===== config.mk =====
export PLATFORM = sky130hd
export DESIGN_NAME = analog_comparator_with_hysteresis
export DESIGN_NICKNAME = d
export VERILOG_FILES = /design/src/hdl/acmp_pkg.sv /design/src/hdl/analog_comparator_with_hysteresis.sv
export SDC_FILE = /design/constraint.sdc
export NUM_CORES = 1
export LEC_CHECK = 0
export BUFFER_PORTS_ARGS = -buffer_cell sky130_fd_sc_hd__buf_2
export CAP_MARGIN = 20
export CORE_AREA = 2 2 126 128
export DETAILED_ROUTE_END_ITERATION = 10
export DIE_AREA = 0 0 128 130
export PLACE_DENSITY = 0.87
export RECOVER_POWER = 50
export SLEW_MARGIN = 20
export SYNTH_ARGS = -nofsm -noshare
export SYNTH_HDL_FRONTEND = slang
export SYNTH_SLANG_ARGS = --single-unit

===== constraint.sdc =====
create_clock -name clk -period 8.95 [get_ports clk]
set_input_delay 0.895 -clock clk [delete_from_list [all_inputs] [get_ports clk]]
set_output_delay 0.895 -clock clk [all_outputs]
set_load 0.02 [all_outputs]

===== src/hdl/acmp_pkg.sv =====
package acmp_pkg;

  // operation codes
  localparam logic [2:0] OP_READ   = 3'd0;
  localparam logic [2:0] OP_WRITE  = 3'd1;
  localparam logic [2:0] OP_TICK   = 3'd2;
  localparam logic [2:0] OP_EVAL   = 3'd3;
  localparam logic [2:0] OP_IRQ_ACK = 3'd4;

  // register indexes on the bus
  localparam logic [2:0] REG_CTRL    = 3'd0;
  localparam logic [2:0] REG_MUX     = 3'd1;
  localparam logic [2:0] REG_DAC     = 3'd2;
  localparam logic [2:0] REG_INTCTRL = 3'd3;
  localparam logic [2:0] REG_STATUS  = 3'd4;

  // configuration register indexes
  localparam logic CFG_VREF_MV = 1'b0;
  localparam logic CFG_EV_WIRED = 1'b1;

  // hysteresis codes, ctrl bits 2:1
  localparam logic [1:0] HYS_NONE = 2'd0;
  localparam logic [1:0] HYS_10   = 2'd1;
  localparam logic [1:0] HYS_25   = 2'd2;
  localparam logic [1:0] HYS_50   = 2'd3;

  // hysteresis in 1/256 mV
  localparam logic [13:0] HYS_10_Q8 = 14'd2560;
  localparam logic [13:0] HYS_25_Q8 = 14'd6400;
  localparam logic [13:0] HYS_50_Q8 = 14'd12800;

  // flag edge modes, ctrl bits 5:4
  localparam logic [1:0] EDGE_BOTH = 2'd0;
  localparam logic [1:0] EDGE_NONE = 2'd1;
  localparam logic [1:0] EDGE_FALL = 2'd2;
  localparam logic [1:0] EDGE_RISE = 2'd3;

  // negative mux code that selects the dac
  localparam logic [1:0] NEG_SEL_DAC = 2'd3;

  // reset values
  localparam logic [12:0] VREF_RESET = 13'd5000;
  localparam logic [7:0]  DAC_RESET  = 8'hFF;

endpackage


===== src/hdl/analog_comparator_with_hysteresis.sv =====
// channel | direction | handshake              | payload
// in      | input     | in_valid / in_stall    | op, reg_index, wdata, pos_mv, neg_mv
// out     | output    | out_valid / out_stall  | rdata, irq, interrupt_taken, event_valid,
//         |           |                        | event_level, pos_select, neg_select
// cfg     | input     | cfg_valid / cfg_ready  | cfg_index, cfg_data
//
// one beat per cycle sustained while out_stall is low; a beat passes the input register, then the result register
// a beat sits in the input register, then one pass of compare and register update loads
// the result register and the block state at the same edge
// rst_n is synchronous, active low; the cfg port is always ready
// a stalled result holds; the input register still takes a beat while the result waits, if it is empty
module analog_comparator_with_hysteresis
  import acmp_pkg::*;
#(
  parameter int SETTLE_TICKS = 2
) (
  input  logic        clk,
  input  logic        rst_n,
  input  logic        in_valid,
  output logic        in_stall,
  input  logic [2:0]  in_op,
  input  logic [2:0]  in_reg_index,
  input  logic [7:0]  in_wdata,
  input  logic [12:0] in_pos_mv,
  input  logic [12:0] in_neg_mv,
  output logic        out_valid,
  input  logic        out_stall,
  output logic [7:0]  out_rdata,
  output logic        out_irq,
  output logic        out_interrupt_taken,
  output logic        out_event_valid,
  output logic        out_event_level,
  output logic [2:0]  out_pos_select,
  output logic [1:0]  out_neg_select,
  input  logic        cfg_valid,
  output logic        cfg_ready,
  input  logic        cfg_index,
  input  logic [12:0] cfg_data
);

  localparam logic [3:0] SETTLE_INIT = 4'(SETTLE_TICKS);

  // config registers
  logic [12:0] vref_mv_r;
  logic        ev_wired_r;

  // peripheral registers
  logic [7:0] ctrl_r, ctrl_nxt;
  logic [7:0] mux_r, mux_nxt;
  logic [7:0] dac_r, dac_nxt;
  logic [7:0] int_en_r, int_en_nxt;
  logic       flag_r, flag_nxt;
  logic       level_r, level_nxt;
  logic [3:0] settle_r, settle_nxt;

  // input register
  logic        s1_valid_r;
  logic [2:0]  s1_op_r;
  logic [2:0]  s1_idx_r;
  logic [7:0]  s1_wdata_r;
  logic [12:0] s1_pos_r;
  logic [12:0] s1_neg_r;

  // result register
  logic       out_valid_r;
  logic [7:0] rdata_r, rdata_nxt;
  logic       irq_r;
  logic       taken_r, taken_nxt;
  logic       ev_valid_r, ev_valid_nxt;
  logic       ev_level_r, ev_level_nxt;
  logic [2:0] pos_sel_r;
  logic [1:0] neg_sel_r;

  logic        advance;
  logic        active;
  logic [20:0] pos_q8;
  logic [20:0] neg_q8;
  logic [13:0] hys_q8;
  logic [21:0] lhs;
  logic [21:0] rhs;
  logic        lvl;
  logic        commit;
  logic        trig;

  // handshake
  assign advance   = !out_valid_r || !out_stall;
  assign in_stall  = s1_valid_r && !advance;
  assign cfg_ready = 1'b1;

  // config writes
  always_ff @(posedge clk) begin
    if (!rst_n) begin
      vref_mv_r  <= VREF_RESET;
      ev_wired_r <= 1'b0;
    end else if (cfg_valid && cfg_ready) begin
      case (cfg_index)
        CFG_VREF_MV:  vref_mv_r  <= cfg_data;
        CFG_EV_WIRED: ev_wired_r <= cfg_data[0];
        default: ;
      endcase
    end
  end

  // input register
  always_ff @(posedge clk) begin
    if (!rst_n) begin
      s1_valid_r <= 1'b0;
    end else if (!in_stall) begin
      s1_valid_r <= in_valid;
    end
  end

  always_ff @(posedge clk) begin
    if (!in_stall) begin
      s1_op_r    <= in_op;
      s1_idx_r   <= in_reg_index;
      s1_wdata_r <= in_wdata;
      s1_pos_r   <= in_pos_mv;
      s1_neg_r   <= in_neg_mv;
    end
  end

  // both sides in 1/256 mV
  assign active = ctrl_r[0] && !ctrl_r[3];
  assign pos_q8 = {s1_pos_r, 8'd0};
  assign neg_q8 = (mux_r[1:0] == NEG_SEL_DAC) ? ({13'd0, dac_r} * {8'd0, vref_mv_r})
                                              : {s1_neg_r, 8'd0};

  always_comb begin
    case (ctrl_r[2:1])
      HYS_10:  hys_q8 = HYS_10_Q8;
      HYS_25:  hys_q8 = HYS_25_Q8;
      HYS_50:  hys_q8 = HYS_50_Q8;
      default: hys_q8 = '0;
    endcase
  end

  // hysteresis moves the threshold away from the committed level
  assign lhs = {1'b0, pos_q8} + (level_r ? {8'd0, hys_q8} : 22'd0);
  assign rhs = {1'b0, neg_q8} + (level_r ? 22'd0 : {8'd0, hys_q8});
  assign lvl = (lhs > rhs) ^ mux_r[7];

  // settle counter and commit
  always_comb begin
    settle_nxt = settle_r;
    commit     = 1'b0;
    if (lvl == level_r) begin
      settle_nxt = '0;
    end else if (settle_r != '0) begin
      settle_nxt = settle_r - 4'd1;
      commit     = (settle_r == 4'd1);
    end else begin
      settle_nxt = SETTLE_INIT;
      commit     = (SETTLE_INIT == '0);
    end
  end

  always_comb begin
    case (ctrl_r[5:4])
      EDGE_BOTH: trig = 1'b1;
      EDGE_FALL: trig = !lvl;
      EDGE_RISE: trig = lvl;
      default:   trig = 1'b0;
    endcase
  end

  // per-operation register update
  always_comb begin
    ctrl_nxt     = ctrl_r;
    mux_nxt      = mux_r;
    dac_nxt      = dac_r;
    int_en_nxt   = int_en_r;
    flag_nxt     = flag_r;
    level_nxt    = level_r;
    rdata_nxt    = '0;
    taken_nxt    = 1'b0;
    ev_valid_nxt = 1'b0;
    ev_level_nxt = 1'b0;
    case (s1_op_r)
      OP_READ: begin
        case (s1_idx_r)
          REG_CTRL:    rdata_nxt = ctrl_r;
          REG_MUX:     rdata_nxt = mux_r;
          REG_DAC:     rdata_nxt = dac_r;
          REG_INTCTRL: rdata_nxt = int_en_r;
          REG_STATUS:  rdata_nxt = {3'd0, level_r, 3'd0, flag_r};
          default:     rdata_nxt = '0;
        endcase
      end
      OP_WRITE: begin
        case (s1_idx_r)
          REG_CTRL:    ctrl_nxt   = s1_wdata_r;
          REG_MUX:     mux_nxt    = s1_wdata_r;
          REG_DAC:     dac_nxt    = s1_wdata_r;
          REG_INTCTRL: int_en_nxt = s1_wdata_r;
          REG_STATUS: begin
            if (s1_wdata_r[0]) begin
              flag_nxt = 1'b0;
            end
          end
          default: ;
        endcase
      end
      OP_TICK: begin
        if (active && commit) begin
          level_nxt = lvl;
          if (trig) begin
            flag_nxt = 1'b1;
          end
          if (ev_wired_r && ctrl_r[6]) begin
            ev_valid_nxt = 1'b1;
            ev_level_nxt = lvl;
          end
        end
      end
      OP_IRQ_ACK: begin
        if (int_en_r[0] && flag_r) begin
          flag_nxt  = 1'b0;
          taken_nxt = 1'b1;
        end
      end
      default: ;
    endcase
  end

  // state commit
  always_ff @(posedge clk) begin
    if (!rst_n) begin
      ctrl_r   <= '0;
      mux_r    <= '0;
      dac_r    <= DAC_RESET;
      int_en_r <= '0;
      flag_r   <= 1'b0;
      level_r  <= 1'b0;
      settle_r <= '0;
    end else if (advance && s1_valid_r) begin
      ctrl_r   <= ctrl_nxt;
      mux_r    <= mux_nxt;
      dac_r    <= dac_nxt;
      int_en_r <= int_en_nxt;
      flag_r   <= flag_nxt;
      level_r  <= level_nxt;
      if (s1_op_r == OP_TICK && active) begin
        settle_r <= settle_nxt;
      end
    end
  end

  // result register
  always_ff @(posedge clk) begin
    if (!rst_n) begin
      out_valid_r <= 1'b0;
    end else if (advance) begin
      out_valid_r <= s1_valid_r;
    end
  end

  always_ff @(posedge clk) begin
    if (advance && s1_valid_r) begin
      rdata_r    <= rdata_nxt;
      irq_r      <= int_en_nxt[0] && flag_nxt;
      taken_r    <= taken_nxt;
      ev_valid_r <= ev_valid_nxt;
      ev_level_r <= ev_level_nxt;
      pos_sel_r  <= mux_nxt[5:3];
      neg_sel_r  <= mux_nxt[1:0];
    end
  end

  assign out_valid           = out_valid_r;
  assign out_rdata           = rdata_r;
  assign out_irq             = irq_r;
  assign out_interrupt_taken = taken_r;
  assign out_event_valid     = ev_valid_r;
  assign out_event_level     = ev_level_r;
  assign out_pos_select      = pos_sel_r;
  assign out_neg_select      = neg_sel_r;

  // an acknowledge that took the request leaves no request behind
  a_taken_clears: assert property (@(posedge clk) disable iff (!rst_n)
    out_valid && out_interrupt_taken |-> !out_irq)
    else $error("interrupt taken but irq still set");

  // an event level is only sent with an event
  a_event_level: assert property (@(posedge clk) disable iff (!rst_n)
    out_valid && out_event_level |-> out_event_valid)
    else $error("event level without event");

  // settle count never exceeds its load value
  a_settle_range: assert property (@(posedge clk) disable iff (!rst_n)
    settle_r <= SETTLE_INIT)
    else $error("settle count out of range");

  // committed level only moves on a tick beat
  a_level_on_tick: assert property (@(posedge clk) disable iff (!rst_n)
    !(advance && s1_valid_r && s1_op_r == OP_TICK) |=> $stable(level_r))
    else $error("level changed outside a tick");

endmodule


==> flow_summary.yaml <==
status:
  status: "finished, violations left"
  violations: "max-capacitance violations, max-slew violations"
global_routing:
  track_usage_pct: 24.8
  grt_max_degree: 42
  first_global_vias: 6744
  antenna_found_initial: 0
  grt_overflow: 0
  grt_pass1_wl_microns: 32600
min_path:
  holdPathEnd: "mux_r[2]"
  hold_path_class: "reg2reg"
  whs_path_depth: 2
  min-delay-start: "mux_r[2]"
die:
  design.core.area_sq_mm: 0.0154
  die_h_microns: 130
  die_area_sq_mm: 0.0166
  die_w_microns: 128
  pin_count: 79
  row_count: 46
  start_util_pct: 58.1
timing:
  skew_ps: 9.73
  post-route-period-util_pct: 94.9
  relSlewSlack_pct: -4.67
  setup_viol: 0
  fin_tns_setup_ps: 0
  max_slew.worst_pin.slew_ps: 1570
  fin_crit_ps: 8490
  rsz0062_at_grt: "no"
  slew_viol_final: 61
  fmax_mhz: 118
  finalHoldViolCount: 0
synthesis:
  yosysUniqueCellTypes: 66
  synth_mux_area_share_pct: 5.42
  syn-cell-area_sq_mm: 0.00896
  synth_nets: 1141
  synth-edff-count: 57
  syn_inst: 941
  synth_compound_area_share_pct: 9.32
  syn_area_per_cell_sq_um: 9.52
  synth_warnings: 0
  ys_ff_latch: 111
  synth_seq_area_share_pct: 31.2
  synthAdderAreaFrac_pct: 25.4
  yosys.area_share.simple_pct: 19.9
  synth_top_family_by_area: "adder cells"
  ys.flop_type: "edfxtp_1"
  synthArstFlopShare_pct: 0
  synth-xor-area-share_pct: 3.37
setup_path:
  worstReg2RegStart: "vref_mv_r[3]"
  r2r_slack_ps: 460
  end_kind: "register"
  criticalPathCategory: "reg2reg"
  timing.rr.end: "out_irq"
  required_ps: 9060
  max_stage_delay_ps: 530
  arrival_ps: 8600
  reg2reg_depth: 35
  critPathMaxFanout: 9
  cp_slowest_cell: "fa_1"
  path_common_cell: "fa_1"
  critPathLaunchType: "register"
layout:
  multiInputGateArea_sq_mm: 0.00569
  drive_above_1_share_pct: 12.3
  diodes: 0
  fillCellCount: 1229
  fin_nets: 1202
  syn_to_final_growth_pct: 9.55
  layout_common_cells: "nand2_1 (114), inv_1 (94), and2_1 (85)"
  layout_commonest_cell: "nand2_1"
  seqCellArea_sq_mm: 0.00280
power:
  power.leakage_nw: 4.37
  power_density_mw_per_mm2: 214
  peakVddDrop_v: 0.000142
  p_total_w: 0.00210
clocking:
  holdBufCountCts: 0
  numCtsBuffers: 9
  clock-root-buffer: "clkbuf_16"
  cts_tree: "done"
  htreeDepth: 3
  clock_latency_ps: 370
  cts_setup_buffers: 0
  clk_pin_slew_worst_paths_ps: 90
  cts_resized: 0
  cts.sinks: 111
  clk_path_buf_depth: 2
routing:
  drtIter0Drc: 607
  routedWlPerCell_microns: 16.6
  viasPerCell: 5.76
  firstDrtPassIters: 5
  ant_nets: 0
  route.vias.total: 6910
  drc: 0
  routed_wl_microns: 19900
placement:
  place.gp.congestion: 0.871
  dp_hpwl_microns: 14700
  place.port_buffers: 77
flow_run:
  cap_violations: 2
worst max-delay path by stage:
stage / endpoint / cells past startpoint / from
floorplan: out_irq / 36 / dac_r[7]
global placement: out_irq / 35 / dac_r[4]
detailed placement: out_irq / 35 / dac_r[4]
CTS: out_irq / 35 / dac_r[4]
global route: out_irq / 35 / vref_mv_r[3]
finish: out_irq / 35 / vref_mv_r[3]
per-layer routing:
layer | GRT usage, % | vias to the layer above | share of wire, %
met5 | 0 | - | 0
met4 | 8.34 | 0 | 2.8
met1 | 34.3 | 3364 | 43
li1 | - | 3275 | -
met3 | 2.99 | 36 | 5.7
met2 | 40.9 | 235 | 48
cell type report:
class | count | share of cell area [%]
sequential | 111 | 28.5
tap | 192 | 2.45
timing repair buffer | 83 | 4.30
clock buffer | 9 | 2.30
clock inverter | 7 | 0.880
inverter | 94 | 3.60
multi-input combinational | 703 | 58.0
power by group:
part           internal [W]  leakage, nW  switching [W]  total (W)
combinational      0.000433         3.20       0.000668    0.00110
clock              0.000203        0.152       0.000222   0.000425
sequential         0.000553         1.02      0.0000228   0.000576
cells in the mapped netlist (5+ instances only):
cell	number	area, sq um
buf_1	5	18.8
fa_1	68	1360
nor3_1	12	60.1
xor2_1	15	131
clkbuf_1	24	90.1
o22a_1	8	70.1
a22oi_1	5	37.5
nor2_1	64	240
inv_1	94	353
xnor2_1	15	131
nand2_1	114	428
and3_1	7	43.8
ha_1	73	913
nand3_1	32	160
or3_1	6	37.5
nand2b_1	12	75.1
nor2b_1	9	56.3
a21oi_1	37	185
mux2i_1	35	350
edfxtp_1	57	1710
a21o_1	8	60.1
mux2_2	9	101
o21a_1	6	45.0
dfxtp_1	54	1080
and2_1	85	532
o21ai_0	17	85.1
worst max-delay path: cells and delay by family, from the launching register on:
family / cells / cell delay [ps]
buffers and inverters: 3 / 150
multiplexers: 1 / 370
AO/OA/AOI/OAI: 9 / 1980
adder cells (fa/ha/maj): 7 / 3070
XOR/XNOR: 3 / 490
AND/OR/NAND/NOR: 12 / 1640
flip-flops: 1 / 510
flip-flops by register name, summed over array words and instances (netlist names), 2 cells and up:
register,count
s1_idx_r,3
s1_op_r,3
s1_neg_r,13
s1_wdata_r,8
out_rdata,8
settle_r,4
ctrl_r,8
dac_r,8
out_neg_select,2
s1_pos_r,13
mux_r,8
int_en_r,8
out_pos_select,3
vref_mv_r,13
cell families after synthesis:
logic type | after synthesis
adders and majority gates | 141
other | 1
AOI/OAI and AO/OA | 122
muxes | 46
DFF | 111
and+or+nand+nor | 361
xor gates and xnor gates | 32
buffers and inverters | 127
per-stage QoR:
step,instance area [sq um],util [%],hold WS (ps),cells,setup WS (ps)
2_1_floorplan,8960,-,433,941,1160
3_3_place_gp,9500,61.6,441,1182,519
3_5_place_dp,9500,61.6,448,1182,215
4_1_cts,9810,63.6,458,1198,150
5_1_grt,9810,63.6,489,1199,9.45
6_report,9810,63.6,459,1199,457
Power figures use the tool's default switching activity.
